--- src/hdl/reaf_pkg.sv ---
// Shared types and constants of the other-network station table.
// Used by the channel interfaces, the slot cell and the top level.
package reaf_pkg;

   // Field widths fixed by the request and response formats.
   localparam int CMD_W  = 2;
   localparam int VAR_W  = 4;
   localparam int PI_W   = 16;
   localparam int AF_W   = 8;
   localparam int SLOT_W = 3;
   localparam int POS_W  = 2;

   // Request command codes.
   localparam logic [CMD_W-1:0] CMD_GROUP  = 2'd0;
   localparam logic [CMD_W-1:0] CMD_LOOKUP = 2'd1;
   localparam logic [CMD_W-1:0] CMD_READ   = 2'd2;

   // Group variants that carry frequencies.
   localparam logic [VAR_W-1:0] VAR_BOTH_AF = 4'd4;
   localparam logic [VAR_W-1:0] VAR_LAST_AF = 4'd8;

   // Highest usable frequency code and the code that marks an empty entry.
   localparam logic [AF_W-1:0] AF_MAX_VALID = 8'd204;
   localparam logic [AF_W-1:0] AF_FILLER    = 8'd205;

   // Captured request.
   typedef struct packed {
      logic [CMD_W-1:0]  command;
      logic [VAR_W-1:0]  variant;
      logic [PI_W-1:0]   pi_code;
      logic [AF_W-1:0]   af_first;
      logic [AF_W-1:0]   af_second;
      logic              updates_frozen;
      logic [SLOT_W-1:0] read_slot;
      logic [POS_W-1:0]  read_position;
   } req_type;

   // Search token that walks the row of slot cells, one cell per cycle.
   typedef struct packed {
      logic              live;
      logic              stop;
      logic              found;
      logic              free_found;
      logic [SLOT_W-1:0] slot;
      logic [PI_W-1:0]   pi;
      logic [SLOT_W-1:0] rd_slot;
      logic [POS_W-1:0]  rd_pos;
      logic              rd_valid;
      logic [AF_W-1:0]   rd_af;
   } tok_type;

   // Update operations broadcast to the cells.
   typedef enum logic [1:0] {
      OP_NONE,
      OP_CLAIM,
      OP_INSERT
   } op_kind_type;

   typedef struct packed {
      op_kind_type     kind;
      logic            to_zero;
      logic [PI_W-1:0] pi;
      logic [AF_W-1:0] freq;
   } op_type;

endpackage

--- src/hdl/reaf_cell.sv ---
// One slot of the station table: valid bit, PI code and frequency list.
// Passes the search token on each cycle and applies broadcast updates. Uses reaf_pkg.
module reaf_cell import reaf_pkg::*; #(
   parameter int AF_PER_SLOT = 4,
   parameter int INDEX       = 0
) (
   input  logic    clock,
   input  logic    reset,
   input  tok_type tok_in,
   output tok_type tok_out,
   input  op_type  op,
   output logic    selected
);

   logic            valid_ff, valid_in;
   logic            sel_ff, sel_in;
   logic            live_ff;
   tok_type         tok_ff, tok_in_next;
   logic [PI_W-1:0] pi_ff, pi_in;
   logic [AF_W-1:0] list_ff [AF_PER_SLOT];
   logic [AF_W-1:0] list_in [AF_PER_SLOT];
   logic [AF_W-1:0] ins_list [AF_PER_SLOT];
   logic            targeted;
   logic            pi_match;
   logic            ins_skip;

   assign targeted = op.to_zero ? (INDEX == 0) : sel_ff;
   assign pi_match = valid_ff && (pi_ff == tok_in.pi);
   assign selected = sel_ff;

   // Token processing: first free or matching slot stops the search.
   always_comb begin
      tok_in_next = tok_in;
      if (!tok_in.stop) begin
         if (!valid_ff) begin
            tok_in_next.stop       = 1'b1;
            tok_in_next.free_found = 1'b1;
            tok_in_next.slot       = SLOT_W'(INDEX);
         end else if (pi_ff == tok_in.pi) begin
            tok_in_next.stop  = 1'b1;
            tok_in_next.found = 1'b1;
            tok_in_next.slot  = SLOT_W'(INDEX);
         end
      end
      if (32'(tok_in.rd_slot) == INDEX) begin
         tok_in_next.rd_valid = valid_ff;
         tok_in_next.rd_af    = '0;
         for (int k = 0; k < AF_PER_SLOT; k++) begin
            if (valid_ff && (32'(tok_in.rd_pos) == k)) begin
               tok_in_next.rd_af = list_ff[k];
            end
         end
      end
   end

   // Front insertion: stop at a duplicate or the first empty entry; codes above AF_MAX_VALID are skipped.
   always_comb begin
      int  pos;
      logic done;
      pos      = AF_PER_SLOT - 1;
      done     = 1'b0;
      ins_skip = (op.freq > AF_MAX_VALID);
      for (int k = 0; k < AF_PER_SLOT; k++) begin
         if (!done) begin
            if (list_ff[k] == op.freq) begin
               ins_skip = 1'b1;
               done     = 1'b1;
            end else if (list_ff[k] == AF_FILLER) begin
               pos  = k;
               done = 1'b1;
            end
         end
      end
      for (int k = 0; k < AF_PER_SLOT; k++) begin
         if (k == 0) begin
            ins_list[k] = op.freq;
         end else if (k <= pos) begin
            ins_list[k] = list_ff[k-1];
         end else begin
            ins_list[k] = list_ff[k];
         end
      end
   end

   // Next slot contents and selection flag.
   always_comb begin
      valid_in = valid_ff;
      pi_in    = pi_ff;
      list_in  = list_ff;
      sel_in   = sel_ff;
      if (tok_in.live) begin
         sel_in = !tok_in.stop && (!valid_ff || pi_match);
      end else if (op.kind == OP_CLAIM) begin
         sel_in = targeted;
      end
      if (op.kind == OP_CLAIM && targeted) begin
         valid_in = 1'b1;
         pi_in    = op.pi;
         for (int k = 0; k < AF_PER_SLOT; k++) begin
            list_in[k] = AF_FILLER;
         end
      end else if (op.kind == OP_INSERT && targeted && !ins_skip) begin
         list_in = ins_list;
      end
   end

   // Control state.
   always_ff @(posedge clock) begin
      if (reset) begin
         valid_ff <= 1'b0;
         sel_ff   <= 1'b0;
         live_ff  <= 1'b0;
      end else begin
         valid_ff <= valid_in;
         sel_ff   <= sel_in;
         live_ff  <= tok_in.live;
      end
   end

   // Slot payload and token payload.
   always_ff @(posedge clock) begin
      pi_ff   <= pi_in;
      list_ff <= list_in;
      tok_ff  <= tok_in_next;
   end

   always_comb begin
      tok_out      = tok_ff;
      tok_out.live = live_ff;
   end

endmodule

--- config.mk ---
export PLATFORM = sky130hd
export DESIGN_NAME = reaf_cell
export DESIGN_NICKNAME = d
export VERILOG_FILES = /design/src/hdl/reaf_pkg.sv /design/src/hdl/reaf_cell.sv
export SDC_FILE = /design/constraint.sdc
export NUM_CORES = 1
export LEC_CHECK = 0
export ABC_AREA = 0
export ABC_CLOCK_PERIOD_IN_PS = 2670
export BUFFER_PORTS_ARGS = -buffer_cell sky130_fd_sc_hd__buf_2
export CAP_MARGIN = 20
export CELL_PAD_IN_SITES_DETAIL_PLACEMENT = 2
export CELL_PAD_IN_SITES_GLOBAL_PLACEMENT = 2
export CORE_AREA = 2 2 113 115
export CTS_CLUSTER_DIAMETER = 150
export DETAILED_ROUTE_END_ITERATION = 16
export DIE_AREA = 0 0 115 117
export GPL_TIMING_DRIVEN = 0
export PLACE_DENSITY_LB_ADDON = 0.1
export SYNTH_ARGS = -nofsm -noshare
export SYNTH_HDL_FRONTEND = slang
export SYNTH_SLANG_ARGS = --single-unit
--- constraint.sdc ---
create_clock -name clock -period 2.67 [get_ports clock]
set_input_delay 0.534 -clock clock [delete_from_list [all_inputs] [get_ports clock]]
set_output_delay 0.534 -clock clock [all_outputs]
set_load 0.1 [all_outputs]
==> summary.txt <==
CTS
  – Postcts setup bufs: 0
  – H-tree depth: 3
  – Largest buffer count on any clock path: 2
  – Clk pin slew, worst setup/hold paths: 0.06 ns
  – TritonCTS Sinks: 87
  – CTS-repair resized insts: 0
  – TritonCTS clock tree: built
  – Clock buffer count from CTS: 9
  – Hold_buf cts: 0
  – Root buffer cell: clkbuf_16
  – Worst skew pair latency: 0.35 ns

Pwr
  – Flop pwr share: 43.1%
  – Logic gate share of total power: 23.8%
  – Internal power: 2.549 mW
  – Clock share of power: 33.1%
  – P_leak: 2.128 nW
  – Switch share: 35.07%
  – Net switching power: 1.377 mW
  – Peak supply drop: 0.0002995 V
  – Pwr per Cell Area: 811.3 nW/um^2

STA
  – Max transition margin: 37.87%
  – RSZ-0062 raised after global routing: false
  – Pins Over Slew Limit: 0
  – Setup violators final: 0
  – Worst Clk Skew: 0.008714 ns
  – Count of final hold-check violations: 0
  – Highest Clock Rate: 416.6 MHz
  – Crit path time final: 2.400 ns
  – Fin crit share: 89.90%
  – Final worst slack: 0.2697 ns
  – Setup_tns: 0 ns
  – Worst-Margin Slew: 0.9248 ns

Routing
  – Final Routed Wirelength: 12,040 um
  – WL/cell: 19.35 um
  – Pre-antenna DRT Iters: 4
  – Post-route ant nets: 0
  – 1st-iter DRT viols: 118
  – DRC viols: 0
  – Vias per inst: 5.013
  – Vias: 3,118

Place
  – DP Worst Slack: 0.09056 ns
  – Hpwl dp: 9137 um
  – Number of I/O port buffers: 95
  – RePlAce Congestion: 0.7810

Final layout
  – Ant. Diodes: 0
  – Share of layout cells above drive strength 1: 31.36%
  – Final Util: 39.30%
  – Synth-to-layout area growth: 25.11%
  – Fin nets: 533

Synth
  – Seq cells post-synth: 87
  – Post-synthesis async set-or-reset flop share: 0%
  – Synthesized area: 3867 um^2
  – Cells after synthesis: 361
  – Synth Flop Type: dfxtp_1
  – Syn. warnings: 0
  – Avg Cell Area, Syn: 10.71 um^2
  – Distinct cells, synth: 52
  – Syn nets: 427
  – Post-synth EDFFs: 16
  – Sequential area share after synthesis: 49.18%

Floorplan
  – Total die area: 13,460 um^2
  – FP Rows: 41
  – Die height: 117 um
  – CORE AREA: 12,310 um^2
  – Initial Utilization: 31.41%
  – Io pins: 104
  – Die W: 115 um

Worst setup path
  – Crit path buf inv count: 0
  – Max stage delay on crit path: 0.53 ns
  – Crit. End Element: flop
  – Crit-path most repeated cell: o211ai_4
  – Slowest cell on crit path: nor4_1
  – R2R Setup Slk: 0.27 ns
  – CP Cell Sequence: nand4b_1 -> nor4_1 -> nor3_1 -> o211ai_4 -> o211ai_4 -> mux2i_1
  – CP Launch Type: flop
  – Worst-path fanout max: 9
  – WS Path Type: reg -> reg
  – Top delay family on crit path: simple AND/OR/NAND/NOR gates
  – Worst Path Arrival: 2.61 ns
  – Worst path required time: 2.88 ns

GRT
  – Largest net degree at the start of global routing: 26
  – First-pass GRT wire length: 18,390 um
  – Vias in the first global route: 3,239
  – Congestion Overflow GR: 0
  – Total track usage: 18.44%
  – Initial antenna violation count: 0

Outcome
  – Outcome: finished clean

Flow run
  – Max Cap Violations: 0

Min path
  – Worst hold path type: in -> reg
-- kinds of logic (layout without fill, tap and decap cells) --
logic type                Yosys count  count (layout)  synth area share (%)
xor gates and xnor gates           48              48                 10.87
AOI/OAI and AO/OA                  68              68                 13.04
DFF                                87              87                 49.17
buffers and inverters              36             147                 4.982
and+or+nand+nor                    97              97                 15.34
muxes                              25              25                 6.600
-- flip-flops by register name (all words and copies together), names as in the netlist --
signal    count
list_ff      32
live_ff       1
pi_ff        16
selected      1
tok_out      36
valid_ff      1
-- final cells by class --
type,count,area (um^2)
multi-input combinational,238,1773
sequential,87,1902
clock buffer,10,239.0
clock inverter,6,68.82
buffer,19,128.9
tap,150,187.7
fill,1359,7473
timing repair buffer,95,475.5
inverter,17,63.81
-- Yosys cell counts (3+ instances only) --
master    instances  area (um^2)
dfxtp_1          71         1421
xor2_1           32        280.3
nor2_1           24        90.09
mux2i_1          21        210.2
edfxtp_1         16        480.5
inv_1            16        60.06
nand2_1          16        60.06
xnor2_1          16        140.1
a21oi_1          15        75.07
nand3_1          13        65.06
o21ai_1          13        65.06
nor4_1           12        75.07
a22oi_1           8        60.06
nand4_1           6        37.54
a31oi_1           5        31.28
buf_6             5        56.30
clkbuf_1          5        18.77
o21ai_0           5        25.02
buf_4             4        30.03
mux2_2            4        45.04
o211ai_4          4        85.08
and2_1            3        18.77
buf_2             3        15.01
nand2b_1          3        18.77
nand4b_1          3        26.28
nor2b_1           3        18.77
o31ai_1           3        22.52
-- power by group through the flow --
stage / sequential, mW / combinational [mW] / clock (mW)
after floorplan: 1.87 / 0.496 / 0
after global placement: 1.72 / 0.911 / 0
after detailed placement: 1.73 / 0.937 / 0
after CTS: 1.70 / 0.942 / 1.34
after global routing: 1.71 / 1.01 / 1.39
final: 1.69 / 0.934 / 1.30
-- layout by cell type (no fill, tap or decap), types with 4 or more instances in the layout --
| master | netlist | final |
|---|---|---|
| buf_2 | 3 | 98 |
| dfxtp_1 | 71 | 71 |
| xor2_1 | 32 | 32 |
| nor2_1 | 24 | 24 |
| mux2i_1 | 21 | 21 |
| nand2_1 | 16 | 16 |
| xnor2_1 | 16 | 16 |
| inv_1 | 16 | 16 |
| edfxtp_1 | 16 | 16 |
| a21oi_1 | 15 | 15 |
| nand3_1 | 13 | 13 |
| o21ai_1 | 13 | 13 |
| nor4_1 | 12 | 12 |
| clkbuf_16 | 0 | 9 |
| a22oi_1 | 8 | 8 |
| nand4_1 | 6 | 6 |
| buf_6 | 5 | 5 |
| clkbuf_1 | 5 | 5 |
| o21ai_0 | 5 | 5 |
| a31oi_1 | 5 | 5 |
| mux2_2 | 4 | 4 |
| buf_4 | 4 | 4 |
| o211ai_4 | 4 | 4 |
-- final timing paths --
kind                            startpoint                       to  cells after the start
hold / removal                  tok_in[11]      tok_out[11]$_DFF_P_                      1
setup reg to reg  list_ff[14]$_SDFFE_PP1P_  list_ff[1]$_SDFFE_PP0P_                      6
setup / recovery  list_ff[14]$_SDFFE_PP1P_  list_ff[1]$_SDFFE_PP0P_                      6
hold reg to reg    list_ff[4]$_SDFFE_PP0P_  list_ff[4]$_SDFFE_PP0P_                      2
-- per-layer routing --
metal,vias to the layer above,GRT usage [%],wire (um)
met5,-,0,0
met4,0,5.542,156
met3,11,3.913,590
met2,85,32.12,5768
met1,1530,23.03,5522
li1,1492,-,-
-- per-stage QoR --
step                cells  area (um^2)  total power [mW]  hold WS, ns
detailed placement    606         4531             2.663       0.4922
global placement      606         4531             2.635       0.4786
floorplan             361         3867             2.370       0.4608
global route          622         4838             4.119       0.2854
finish                622         4838             3.925       0.3059
CTS                   622         4838             3.984       0.2882
No activity file was read; power rests on OpenSTA's default activity.
